==> src/assert_macros.svh <==
// ---------------------------------------------------------------------------
// assertion macros
// shared check helpers; they expand to nothing when SYNTH is defined
// ---------------------------------------------------------------------------
`ifndef ASSERT_MACROS_SVH
`define ASSERT_MACROS_SVH

`ifndef SYNTH
// check at every clock edge, muted while reset is low
`define ASSERT_RST(lbl, clk, rst_n, prop, msg) \
	lbl: assert property (@(posedge clk) disable iff (!rst_n) prop) else $error(msg);
// check at every clock edge, reset included
`define ASSERT_CLK(lbl, clk, prop, msg) \
	lbl: assert property (@(posedge clk) prop) else $error(msg);
`else
`define ASSERT_RST(lbl, clk, rst_n, prop, msg)
`define ASSERT_CLK(lbl, clk, prop, msg)
`endif

`endif

==> src/akcs_pkg.sv <==
// ---------------------------------------------------------------------------
// akcs_pkg
// types and constants shared by the key calibrate and scale unit
// ---------------------------------------------------------------------------
package akcs_pkg;

	// field widths
	localparam int VAL_W      = 12;
	localparam int CH_W       = 5;
	localparam int OP_W       = 2;
	localparam int MODE_W     = 2;
	localparam int SCALE_W    = 20;
	localparam int FRAC_W     = 8;
	localparam int PROD_W     = VAL_W + SCALE_W;
	localparam int CFG_IDX_W  = 1;
	localparam int CFG_DATA_W = 32;
	localparam int MASK_W     = 32;
	localparam int DIV_STEPS  = SCALE_W;

	// item opcodes
	typedef enum logic [OP_W-1:0] {
		OP_SAMPLE = 2'd0,
		OP_START  = 2'd1,
		OP_JOIN   = 2'd2,
		OP_STOP   = 2'd3
	} op_t;

	// calibration modes
	typedef enum logic [MODE_W-1:0] {
		MODE_NONE   = 2'd0,
		MODE_SINGLE = 2'd1,
		MODE_ALL    = 2'd2
	} mode_t;

	// register indexes
	localparam logic [CFG_IDX_W-1:0] REG_DEADZONE   = 1'd0;
	localparam logic [CFG_IDX_W-1:0] REG_HOVER_MASK = 1'd1;

	// constants
	localparam logic [VAL_W-1:0]   FULL_SCALE     = 12'hFFF;
	localparam logic [VAL_W-1:0]   HALF_SCALE     = 12'd2047;
	localparam logic [VAL_W-1:0]   DEADZONE_RESET = 12'd128;
	localparam logic [SCALE_W-1:0] UNITY_Q8       = 20'd256;
	localparam logic [SCALE_W-1:0] RESET_SCALE    = 20'd264;
	localparam logic [SCALE_W-1:0] SCALE_NUM      = 20'(4095 << FRAC_W);

	// controller to datapath commands
	typedef struct packed {
		logic load;
		logic eval;
		logic prep;
		logic div_start;
		logic diff;
		logic mul;
		logic out_load;
	} dp_cmd_t;

	// datapath to controller status
	typedef struct packed {
		logic need_div;
		logic div_done;
	} dp_sts_t;

endpackage

==> src/analog_key_calibrate_scale_unit.sv <==
// ---------------------------------------------------------------------------
// analog_key_calibrate_scale_unit
// per-channel min/max calibration with deadzone and Q8 scaling of samples
// ---------------------------------------------------------------------------
//  channel | handshake             | payload
//  --------+-----------------------+---------------------------------------
//  in      | in_valid / in_stall   | opcode, channel, raw_value
//  out     | out_valid / out_stall | out_channel, scaled_value, calib_state
//  cfg     | cfg_valid / cfg_ready | cfg_index, cfg_data
//
//  one item at a time: evaluate, prepare, difference, multiply, then load the
//  result register, and the next accept in the cycle after; a min/max change
//  that forces a scale recompute adds the 20-step restoring divider pass
//  a new item is accepted while the previous result still waits on out_stall
//  out_stall holds a finished item in its output stage until the result
//  register is free
//  asynchronous reset loads all channel state at once, no clearing pass
// ---------------------------------------------------------------------------
module analog_key_calibrate_scale_unit #(
	parameter int CHANNELS = 32
) (
	input  logic                              clk,
	input  logic                              arst_n,
	input  logic                              in_valid,
	output logic                              in_stall,
	input  logic [akcs_pkg::OP_W-1:0]         opcode,
	input  logic [akcs_pkg::CH_W-1:0]         channel,
	input  logic [akcs_pkg::VAL_W-1:0]        raw_value,
	output logic                              out_valid,
	input  logic                              out_stall,
	output logic [akcs_pkg::CH_W-1:0]         out_channel,
	output logic [akcs_pkg::VAL_W-1:0]        scaled_value,
	output logic [akcs_pkg::MODE_W-1:0]       calib_state,
	input  logic                              cfg_valid,
	output logic                              cfg_ready,
	input  logic [akcs_pkg::CFG_IDX_W-1:0]    cfg_index,
	input  logic [akcs_pkg::CFG_DATA_W-1:0]   cfg_data
);

	akcs_pkg::dp_cmd_t cmd;
	akcs_pkg::dp_sts_t sts;

	// registers are always writable
	assign cfg_ready = 1'b1;

	akcs_ctrl u_ctrl (
		.clk       (clk),
		.arst_n    (arst_n),
		.in_valid  (in_valid),
		.in_stall  (in_stall),
		.out_valid (out_valid),
		.out_stall (out_stall),
		.cmd       (cmd),
		.sts       (sts)
	);

	akcs_datapath #(
		.CHANNELS (CHANNELS)
	) u_datapath (
		.clk          (clk),
		.arst_n       (arst_n),
		.cmd          (cmd),
		.sts          (sts),
		.opcode       (opcode),
		.channel      (channel),
		.raw_value    (raw_value),
		.cfg_we       (cfg_valid && cfg_ready),
		.cfg_index    (cfg_index),
		.cfg_data     (cfg_data),
		.out_channel  (out_channel),
		.scaled_value (scaled_value),
		.calib_state  (calib_state)
	);

endmodule

==> src/akcs_div.sv <==
// ---------------------------------------------------------------------------
// akcs_div
// restoring divider, one quotient bit per cycle: (4095 << 8) / divisor
// ---------------------------------------------------------------------------
`include "assert_macros.svh"

module akcs_div (
	input  logic                          clk,
	input  logic                          arst_n,
	input  logic                          start,
	input  logic [akcs_pkg::VAL_W-1:0]    divisor,
	output logic                          done,
	output logic [akcs_pkg::SCALE_W-1:0]  quotient
);

	localparam int CNT_W = $clog2(akcs_pkg::DIV_STEPS);
	localparam logic [CNT_W-1:0] LAST_STEP = CNT_W'(akcs_pkg::DIV_STEPS - 1);

	logic                          busy_q;
	logic                          done_q;
	logic [CNT_W-1:0]              cnt_q;
	logic [akcs_pkg::VAL_W-1:0]    rem_q;
	logic [akcs_pkg::VAL_W-1:0]    dvs_q;
	logic [akcs_pkg::SCALE_W-1:0]  quo_q;

	logic [akcs_pkg::VAL_W:0]      shifted;
	logic                          ge;
	logic [akcs_pkg::VAL_W-1:0]    rem_next;

	// one restoring step
	always_comb begin
		shifted  = {rem_q, quo_q[akcs_pkg::SCALE_W-1]};
		ge       = shifted >= {1'b0, dvs_q};
		rem_next = ge ? akcs_pkg::VAL_W'(shifted - {1'b0, dvs_q})
		              : shifted[akcs_pkg::VAL_W-1:0];
	end

	// control
	always_ff @(posedge clk or negedge arst_n) begin
		if (!arst_n) begin
			busy_q <= 1'b0;
			done_q <= 1'b0;
			cnt_q  <= '0;
		end else begin
			done_q <= 1'b0;
			if (start) begin
				busy_q <= 1'b1;
				cnt_q  <= '0;
			end else if (busy_q) begin
				cnt_q <= cnt_q + 1'b1;
				if (cnt_q == LAST_STEP) begin
					busy_q <= 1'b0;
					done_q <= 1'b1;
				end
			end
		end
	end

	// remainder and quotient shift
	always_ff @(posedge clk) begin
		if (start) begin
			rem_q <= '0;
			quo_q <= akcs_pkg::SCALE_NUM;
			dvs_q <= divisor;
		end else if (busy_q) begin
			rem_q <= rem_next;
			quo_q <= {quo_q[akcs_pkg::SCALE_W-2:0], ge};
		end
	end

	assign done     = done_q;
	assign quotient = quo_q;

	`ASSERT_RST(a_start_idle, clk, arst_n, start |-> !busy_q, "divider started while busy")

endmodule

==> src/akcs_ctrl.sv <==
// ---------------------------------------------------------------------------
// akcs_ctrl
// item sequencer: load, evaluate, scale update, difference, multiply and result hand-off
// ---------------------------------------------------------------------------
`include "assert_macros.svh"

module akcs_ctrl (
	input  logic               clk,
	input  logic               arst_n,
	input  logic               in_valid,
	output logic               in_stall,
	output logic               out_valid,
	input  logic               out_stall,
	output akcs_pkg::dp_cmd_t  cmd,
	input  akcs_pkg::dp_sts_t  sts
);

	typedef enum logic [6:0] {
		S_IDLE = 7'b0000001,
		S_EVAL = 7'b0000010,
		S_PREP = 7'b0000100,
		S_DIV  = 7'b0001000,
		S_DIFF = 7'b0010000,
		S_MUL  = 7'b0100000,
		S_OUT  = 7'b1000000
	} state_t;

	state_t state_q;
	state_t state_d;
	logic   out_valid_q;
	logic   out_free;

	assign out_free = !out_valid_q || !out_stall;

	// next state
	always_comb begin
		state_d = state_q;
		unique case (state_q)
			S_IDLE: if (in_valid) state_d = S_EVAL;
			S_EVAL: state_d = S_PREP;
			S_PREP: state_d = sts.need_div ? S_DIV : S_DIFF;
			S_DIV:  if (sts.div_done) state_d = S_DIFF;
			S_DIFF: state_d = S_MUL;
			S_MUL:  state_d = S_OUT;
			S_OUT:  if (out_free) state_d = S_IDLE;
			default: state_d = S_IDLE;
		endcase
	end

	always_ff @(posedge clk or negedge arst_n) begin
		if (!arst_n) begin
			state_q <= S_IDLE;
		end else begin
			state_q <= state_d;
		end
	end

	// datapath commands
	always_comb begin
		cmd.load      = (state_q == S_IDLE) && in_valid;
		cmd.eval      = (state_q == S_EVAL);
		cmd.prep      = (state_q == S_PREP);
		cmd.div_start = (state_q == S_PREP) && sts.need_div;
		cmd.diff      = (state_q == S_DIFF);
		cmd.mul       = (state_q == S_MUL);
		cmd.out_load  = (state_q == S_OUT) && out_free;
	end

	// result valid flag
	always_ff @(posedge clk or negedge arst_n) begin
		if (!arst_n) begin
			out_valid_q <= 1'b0;
		end else if (cmd.out_load) begin
			out_valid_q <= 1'b1;
		end else if (!out_stall) begin
			out_valid_q <= 1'b0;
		end
	end

	assign in_stall  = (state_q != S_IDLE);
	assign out_valid = out_valid_q;

	`ASSERT_RST(a_out_from_out_state, clk, arst_n, $rose(out_valid_q) |-> $past(state_q) == S_OUT, "result raised outside output state")
	`ASSERT_RST(a_div_needs_done, clk, arst_n, (state_q == S_DIV) && !sts.div_done |=> (state_q == S_DIV), "left divide state early")
	`ASSERT_CLK(a_reset_clears_out, clk, !arst_n |-> !out_valid_q, "result valid during reset")

endmodule

==> src/akcs_datapath.sv <==
// ---------------------------------------------------------------------------
// akcs_datapath
// per-channel calibration state, scale recompute and sample scaling
// ---------------------------------------------------------------------------
`include "assert_macros.svh"

module akcs_datapath #(
	parameter int CHANNELS = 32
) (
	input  logic                              clk,
	input  logic                              arst_n,
	input  akcs_pkg::dp_cmd_t                 cmd,
	output akcs_pkg::dp_sts_t                 sts,
	input  logic [akcs_pkg::OP_W-1:0]         opcode,
	input  logic [akcs_pkg::CH_W-1:0]         channel,
	input  logic [akcs_pkg::VAL_W-1:0]        raw_value,
	input  logic                              cfg_we,
	input  logic [akcs_pkg::CFG_IDX_W-1:0]    cfg_index,
	input  logic [akcs_pkg::CFG_DATA_W-1:0]   cfg_data,
	output logic [akcs_pkg::CH_W-1:0]         out_channel,
	output logic [akcs_pkg::VAL_W-1:0]        scaled_value,
	output logic [akcs_pkg::MODE_W-1:0]       calib_state
);

	localparam int IDX_W = (CHANNELS > 1) ? $clog2(CHANNELS) : 1;
	localparam int VW    = akcs_pkg::VAL_W;
	localparam int SW    = akcs_pkg::SCALE_W;
	localparam int PW    = akcs_pkg::PROD_W;
	localparam int FW    = akcs_pkg::FRAC_W;

	// configuration and global state
	logic [VW-1:0]                     deadzone_q;
	logic [akcs_pkg::MASK_W-1:0]       hover_mask_q;
	akcs_pkg::mode_t                   mode_q;
	logic [akcs_pkg::CH_W-1:0]         calib_ch_q;

	// per-channel state
	logic [VW-1:0]  min_level_q [CHANNELS];
	logic [VW-1:0]  max_level_q [CHANNELS];
	logic           invert_q    [CHANNELS];
	logic [SW-1:0]  scale_arr_q [CHANNELS];

	// item and work registers
	akcs_pkg::op_t              op_q;
	logic [akcs_pkg::CH_W-1:0]  ch_q;
	logic [VW-1:0]              raw_q;
	logic [VW-1:0]              v_q;
	logic [VW-1:0]              lo_q;
	logic [VW-1:0]              hi_q;
	logic [SW-1:0]              scale_q;
	logic                       upd_q;
	logic                       hover_q;
	logic [VW:0]                eff_q;
	logic [VW-1:0]              diff_q;
	logic [PW-1:0]              prod_q;
	logic [akcs_pkg::CH_W-1:0]  out_channel_q;
	logic [VW-1:0]              scaled_q;
	logic [akcs_pkg::MODE_W-1:0] calib_state_q;

	// evaluate stage signals
	logic              ch_valid;
	logic              hover;
	logic [IDX_W-1:0]  idx;
	logic [VW-1:0]     v;
	logic              track_en;
	logic              raise;
	logic              lower;
	logic [VW-1:0]     lo_new;
	logic [VW-1:0]     hi_new;
	logic              upd;
	logic              start_en;
	logic              join_en;
	logic              restart_en;

	// prep stage signals
	logic [VW:0]       eff;
	logic              span_pos;
	logic [VW-1:0]     divisor;
	logic              unity_wr;

	// divider
	logic              div_done;
	logic [SW-1:0]     div_quot;

	// output stage signals
	logic [VW-1:0]     sat;
	logic [VW-1:0]     result;

	// channel decode, state read and min/max tracking
	always_comb begin
		ch_valid = int'(ch_q) < CHANNELS;
		hover    = ch_valid && hover_mask_q[ch_q];
		idx      = ch_valid ? ch_q[IDX_W-1:0] : '0;
		v        = (hover && invert_q[idx]) ? (akcs_pkg::FULL_SCALE - raw_q) : raw_q;
		track_en = cmd.eval && (op_q == akcs_pkg::OP_SAMPLE) && ch_valid &&
		           (((mode_q == akcs_pkg::MODE_ALL) && hover) ||
		            ((mode_q == akcs_pkg::MODE_SINGLE) && (calib_ch_q == ch_q)));
		raise    = v > max_level_q[idx];
		lower    = v < min_level_q[idx];
		hi_new   = (track_en && raise) ? v : max_level_q[idx];
		lo_new   = (track_en && !raise && lower) ? v : min_level_q[idx];
		upd      = track_en && (raise || lower);
		start_en = cmd.eval && (op_q == akcs_pkg::OP_START) && ch_valid;
		join_en  = cmd.eval && (op_q == akcs_pkg::OP_JOIN) && hover;
		restart_en = start_en || join_en;
	end

	// effective minimum and divisor for the scale recompute
	always_comb begin
		eff      = {1'b0, lo_q} + {1'b0, deadzone_q};
		span_pos = {1'b0, hi_q} > eff;
		divisor  = hi_q - eff[VW-1:0];
		unity_wr = cmd.prep && upd_q && !span_pos;
	end

	assign sts.need_div = upd_q && span_pos;
	assign sts.div_done = div_done;

	akcs_div u_div (
		.clk      (clk),
		.arst_n   (arst_n),
		.start    (cmd.div_start),
		.divisor  (divisor),
		.done     (div_done),
		.quotient (div_quot)
	);

	// configuration registers
	always_ff @(posedge clk or negedge arst_n) begin
		if (!arst_n) begin
			deadzone_q   <= akcs_pkg::DEADZONE_RESET;
			hover_mask_q <= '0;
		end else if (cfg_we) begin
			unique case (cfg_index)
				akcs_pkg::REG_DEADZONE:   deadzone_q   <= cfg_data[VW-1:0];
				akcs_pkg::REG_HOVER_MASK: hover_mask_q <= cfg_data[akcs_pkg::MASK_W-1:0];
				default: ;
			endcase
		end
	end

	// calibration mode and target channel
	always_ff @(posedge clk or negedge arst_n) begin
		if (!arst_n) begin
			mode_q     <= akcs_pkg::MODE_NONE;
			calib_ch_q <= '0;
		end else if (start_en) begin
			mode_q     <= akcs_pkg::MODE_SINGLE;
			calib_ch_q <= ch_q;
		end else if (join_en) begin
			mode_q <= akcs_pkg::MODE_ALL;
		end else if (cmd.eval && (op_q == akcs_pkg::OP_STOP)) begin
			mode_q <= akcs_pkg::MODE_NONE;
		end
	end

	// per-channel min, max, invert and scale
	always_ff @(posedge clk or negedge arst_n) begin
		if (!arst_n) begin
			for (int i = 0; i < CHANNELS; i++) begin
				min_level_q[i] <= '0;
				max_level_q[i] <= akcs_pkg::FULL_SCALE;
				invert_q[i]    <= 1'b0;
				scale_arr_q[i] <= akcs_pkg::RESET_SCALE;
			end
		end else begin
			if (restart_en) begin
				min_level_q[idx] <= akcs_pkg::FULL_SCALE;
				max_level_q[idx] <= '0;
				invert_q[idx]    <= (raw_q >= akcs_pkg::HALF_SCALE);
			end else if (upd) begin
				min_level_q[idx] <= lo_new;
				max_level_q[idx] <= hi_new;
			end
			if (unity_wr) begin
				scale_arr_q[idx] <= akcs_pkg::UNITY_Q8;
			end else if (div_done) begin
				scale_arr_q[idx] <= div_quot;
			end
		end
	end

	// item capture and work registers
	always_ff @(posedge clk) begin
		if (cmd.load) begin
			op_q  <= akcs_pkg::op_t'(opcode);
			ch_q  <= channel;
			raw_q <= raw_value;
		end
		if (cmd.eval) begin
			v_q     <= v;
			lo_q    <= lo_new;
			hi_q    <= hi_new;
			scale_q <= scale_arr_q[idx];
			upd_q   <= upd;
			hover_q <= hover;
		end
		if (cmd.prep) begin
			eff_q <= eff;
		end
		if (unity_wr) begin
			scale_q <= akcs_pkg::UNITY_Q8;
		end else if (div_done) begin
			scale_q <= div_quot;
		end
		if (cmd.diff) begin
			diff_q <= ({1'b0, v_q} > eff_q) ? (v_q - eff_q[VW-1:0]) : '0;
		end
		if (cmd.mul) begin
			prod_q <= PW'(diff_q) * PW'(scale_q);
		end
	end

	// saturate and pick the result
	always_comb begin
		sat = (|prod_q[PW-1:VW+FW]) ? akcs_pkg::FULL_SCALE : prod_q[VW+FW-1:FW];
		if (op_q == akcs_pkg::OP_SAMPLE) begin
			result = hover_q ? sat : raw_q;
		end else begin
			result = '0;
		end
	end

	// output register
	always_ff @(posedge clk) begin
		if (cmd.out_load) begin
			out_channel_q <= ch_q;
			scaled_q      <= result;
			calib_state_q <= mode_q;
		end
	end

	assign out_channel  = out_channel_q;
	assign scaled_value = scaled_q;
	assign calib_state  = calib_state_q;

	`ASSERT_RST(a_div_only_on_update, clk, arst_n, cmd.div_start |-> upd_q, "scale divide without min/max change")
	`ASSERT_RST(a_scale_floor, clk, arst_n, cmd.mul |-> (scale_q >= akcs_pkg::UNITY_Q8), "scale below unity at multiply")

endmodule
==> config.mk <==
export PLATFORM = sky130hd
export DESIGN_NAME = analog_key_calibrate_scale_unit
export DESIGN_NICKNAME = d
export VERILOG_FILES = /design/src/akcs_pkg.sv /design/src/analog_key_calibrate_scale_unit.sv /design/src/akcs_div.sv /design/src/akcs_ctrl.sv /design/src/akcs_datapath.sv
export VERILOG_INCLUDE_DIRS = /design/src /design/src/src
export SDC_FILE = /design/constraint.sdc
export NUM_CORES = 2
export LEC_CHECK = 0
export ABC_AREA = 1
export ABC_CLOCK_PERIOD_IN_PS = 6000
export BUFFER_PORTS_ARGS = -buffer_cell sky130_fd_sc_hd__buf_2
export CAP_MARGIN = 20
export CORE_ASPECT_RATIO = 1.5
export CORE_MARGIN = 2
export CORE_UTILIZATION = 50
export CTS_BUF_LIST = sky130_fd_sc_hd__clkbuf_4 sky130_fd_sc_hd__clkbuf_8 sky130_fd_sc_hd__clkbuf_16
export CTS_CLUSTER_DIAMETER = 60
export DETAILED_ROUTE_END_ITERATION = 12
export PLACE_DENSITY = 0.65
export SYNTH_ARGS = -nofsm -noshare
export SYNTH_HDL_FRONTEND = slang
export SYNTH_SLANG_ARGS = --single-unit
==> constraint.sdc <==
create_clock -name clk -period 6 [get_ports clk]
set_input_delay 0.3 -clock clk [delete_from_list [all_inputs] [get_ports clk]]
set_output_delay 0.3 -clock clk [all_outputs]
set_load 0.005 [all_outputs]
==> metrics.txt <==
status=finished clean; Max Fclk=approximately 170 MHz; clk slew on worst S/H paths=about 0.07 ns; Worst setup SP type=register; number of fill cells=16.5k; Pre-antenna DRT Iters=7; FF+latch area=0.0434 mm^2; largest net degree at the start of global routing=around 200; Main synth FF type=dfrtp_1; Via Count=83.8k; flop2flop setup slack=between 0.002 and 0.003 ns; met1 GRT Util=45.7%; Final setup viols=0; power per standard cell area=430 mW/mm^2; Layout Cells excl Fill=13.9k; maxcap violations=0; register area share after synthesis=a little under half; area of the multi-input gates=just under 0.04 mm^2; fin nets=around 12k; synthesized instance count=11.3k; post-CTS setup buffers=0; share of cells above drive strength 1=roughly an eighth; first-pass GRT wire length=538000 um; WHS=0.0275 ns; commonest non-fill, non-tap cell in the layout=nand2_1; average vias per placed instance=roughly 6.0; origin of the worst setup path=u_datapath.ch_q[0]$_DFFE_PP_; synth unique cells=64; xor/xnor share of the synthesized area=0.683%; Min Clock Period, post-route=6.00 ns; CTS tree=done; die area=0.186 mm^2; Inst Count DP=13.6k; pre-CTS setup slack=between 0.15 and 0.2 ns; clock sinks=1695; vias in the first global route=81.7k; initial antenna violation count=12; Worst Reg-to-Reg Cells=24; hpwl dp=250000 um; Yosys top cell area share=29.0%; I/O pins=79; Chip Width=353 um; port bufs=77; CP endpoint=u_datapath.max_level_q[175]$_DFFE_PN1P_; critical path arrival=6.77 ns; Final period util=100%; largest family of logic cells by synthesized area=simple AND/OR/NAND/NOR gates; final setup TNS=0 ns; average cell area after synthesis=8.10 um^2; utilization after layout=57.4%; Crit Path Max Fanout=32; Synth area leader=dfrtp_1; setup ws final=~0.0026 ns; Max Transition Viols Final=0; Leakage Power=50.3 nW; M2 GR Usage=61.5%; yosys warns=0; antenna-violating nets left=0; post-synthesis mux area share=0.247%; clock skew=roughly 0.066 ns; ys async rst share=88.8%; Synth Area in Compound Gates=roughly 15%; Die Ht=527 um; DRC=0; Placer Congestion=0.989; clock tree buffer depth=4; Synth Area in Adders=5.92%; Initial Utilization=50.4%; Tightest Hold Check Type=in2async; R2R Path Start=u_datapath.ch_q[0]$_DFFE_PP_; placed inst area=0.0972 mm^2; gr ovfl total=0; number of synthesized flops with an enable pin=137; actual slew at the worst max-slew pin=1.23 ns; Worst Setup Path Type=reg2reg; WP data required=6.77 ns; initial drt markers=9060; Crit. End Element=register; Max VDD drop=661 uV; Total Wirelength=about 370000 um; Mapped Area=0.0911 mm^2; Core Rows=191; grt peak-use layer=met2; syn nets=roughly 12k; total power=44.7 mW; clock latency on the worst-skew pair=~0.89 ns; most frequent cells in the layout=3280 x nand2_1, 1566 x inv_1, 1056 x dfrtp_1; total CTS buffers=178; Max transition margin=around 18%; Design Area, Final=~0.10 mm^2; clock root buffer=clkbuf_16; Fin. Hold Viols=0; RSZ-0062 raised after global routing=false; Wirelength per Cell=26.3 um; met3 usage=around 6.2%; core area=roughly 0.18 mm^2; Simple-Gate Fraction of Synth Area=21.0%; area delta synth->final=14.0%; FF-to-FF End=u_datapath.max_level_q[175]$_DFFE_PN1P_; Synth area leaders=dfrtp_1 29%, nand2_1 14%, dfstp_2 13%; global-route usage over all layers=38.9%; FF+latch count, synth=1695; htree depth=4
-- critical path, cell delays in order (launching register included) --
cell and delay [ns]:
edfxtp_1 0.44, inv_2 0.41, nor2_4 0.09, inv_4 0.39, buf_4 0.29, o22ai_1 0.08
o21ai_0 0.48, buf_4 0.29, nand4_1 0.19, nor3_2 0.45, buf_4 0.25, ha_1 0.15
a21oi_1 0.06, o21ai_0 0.20, nand2_1 0.08, o211ai_1 0.09, o21ai_1 0.11, inv_1 0.10
nand2_2 0.07, buf_4 0.18, buf_4 0.16, o21ai_0 0.60, inv_1 0.18, buf_12 0.23
o22ai_1 0.23
-- report_power, final --
part | total [mW] | internal [mW] | switching (mW)
combinational | 18.5 | 5.23 | 13.3
clock | 11.7 | 6.78 | 4.91
sequential | 14.5 | 13.6 | 0.893
-- worst min-delay path by stage --
stage | start | end | slack, ns | depth (start not counted)
after floorplan | arst_n | u_ctrl.out_valid$_DFFE_PN0P_ | 0.004 | 0
after global placement | arst_n | u_datapath.min_level_q[169]$_DFFE_PN0P_ | 0.31 | 1
after detailed placement | arst_n | u_datapath.min_level_q[206]$_DFFE_PN0P_ | 0.32 | 1
after CTS | arst_n | u_datapath.min_level_q[169]$_DFFE_PN0P_ | 0.02 | 2
after global routing | arst_n | u_datapath.min_level_q[206]$_DFFE_PN0P_ | 0.07 | 2
final | arst_n | u_datapath.min_level_q[181]$_DFFE_PN0P_ | 0.03 | 2
-- cell usage after synthesis (39+ instances only) --
cell and instances:
inv_1 1567, nand2_1 3286, o221ai_1 44, nor2_1 235, edfxtp_1 137, nand2_2 39
a21oi_1 301, ha_1 138, dfstp_2 450, buf_1 52, clkbuf_1 335, o22ai_1 553
dfrtp_1 1056, nand4_1 64, nor4_1 51, o21ai_0 797, buf_2 289, dfxtp_1 52
nand3_1 891, a22oi_1 356, fa_1 183, xor2_1 54
-- sequential cells by signal, indices dropped and copies added (netlist names), 13 cells and up --
register                   flops
u_datapath.scale_q            20
u_datapath.min_level_q       384
u_datapath.u_div.quotient     20
u_datapath.max_level_q       384
u_datapath.prod_q             24
u_datapath.hover_mask_q       32
u_datapath.scale_arr_q       640
u_datapath.invert_q           32
u_datapath.eff_q              13
-- metal layers --
layer | vias to the layer above | wire [um]
met4 | 8 | 39900
li1 | 36900 | -
met5 | - | 46
met3 | 1351 | 28500
met2 | 4570 | 167000
met1 | 40900 | 130000
-- cell families (layout without fill, tap and decap cells) --
family / Yosys count / count (layout)
AO/OA/AOI/OAI: 2217 / 2217
AND/OR/NAND/NOR: 4629 / 4629
buffers and inverters: 2299 / 2570
flip-flops: 1695 / 1695
XOR/XNOR: 71 / 71
other: 1 / 9
adder cells (fa/ha/maj): 321 / 321
multiplexers: 20 / 20
-- final cells by class --
cell class	instances	area share, %
diodes	8	0.0193
clock buffers	251	5.11
clock inverters	68	0.714
inverters	1593	5.78
multi-input cells	7259	37.3
flip-flops and latches	1695	41.8
well taps	2412	2.91
repair buffers	658	6.40
-- what timing repair did --
action | 4_1_cts | 5_1_grt
gates resized for setup | 0 | 7
setup endpoints to repair | 0 | 65
hold buffers | 54 | 0
endpoints found under the hold margin | 199 | 0
(Power assumes the default switching activity.)
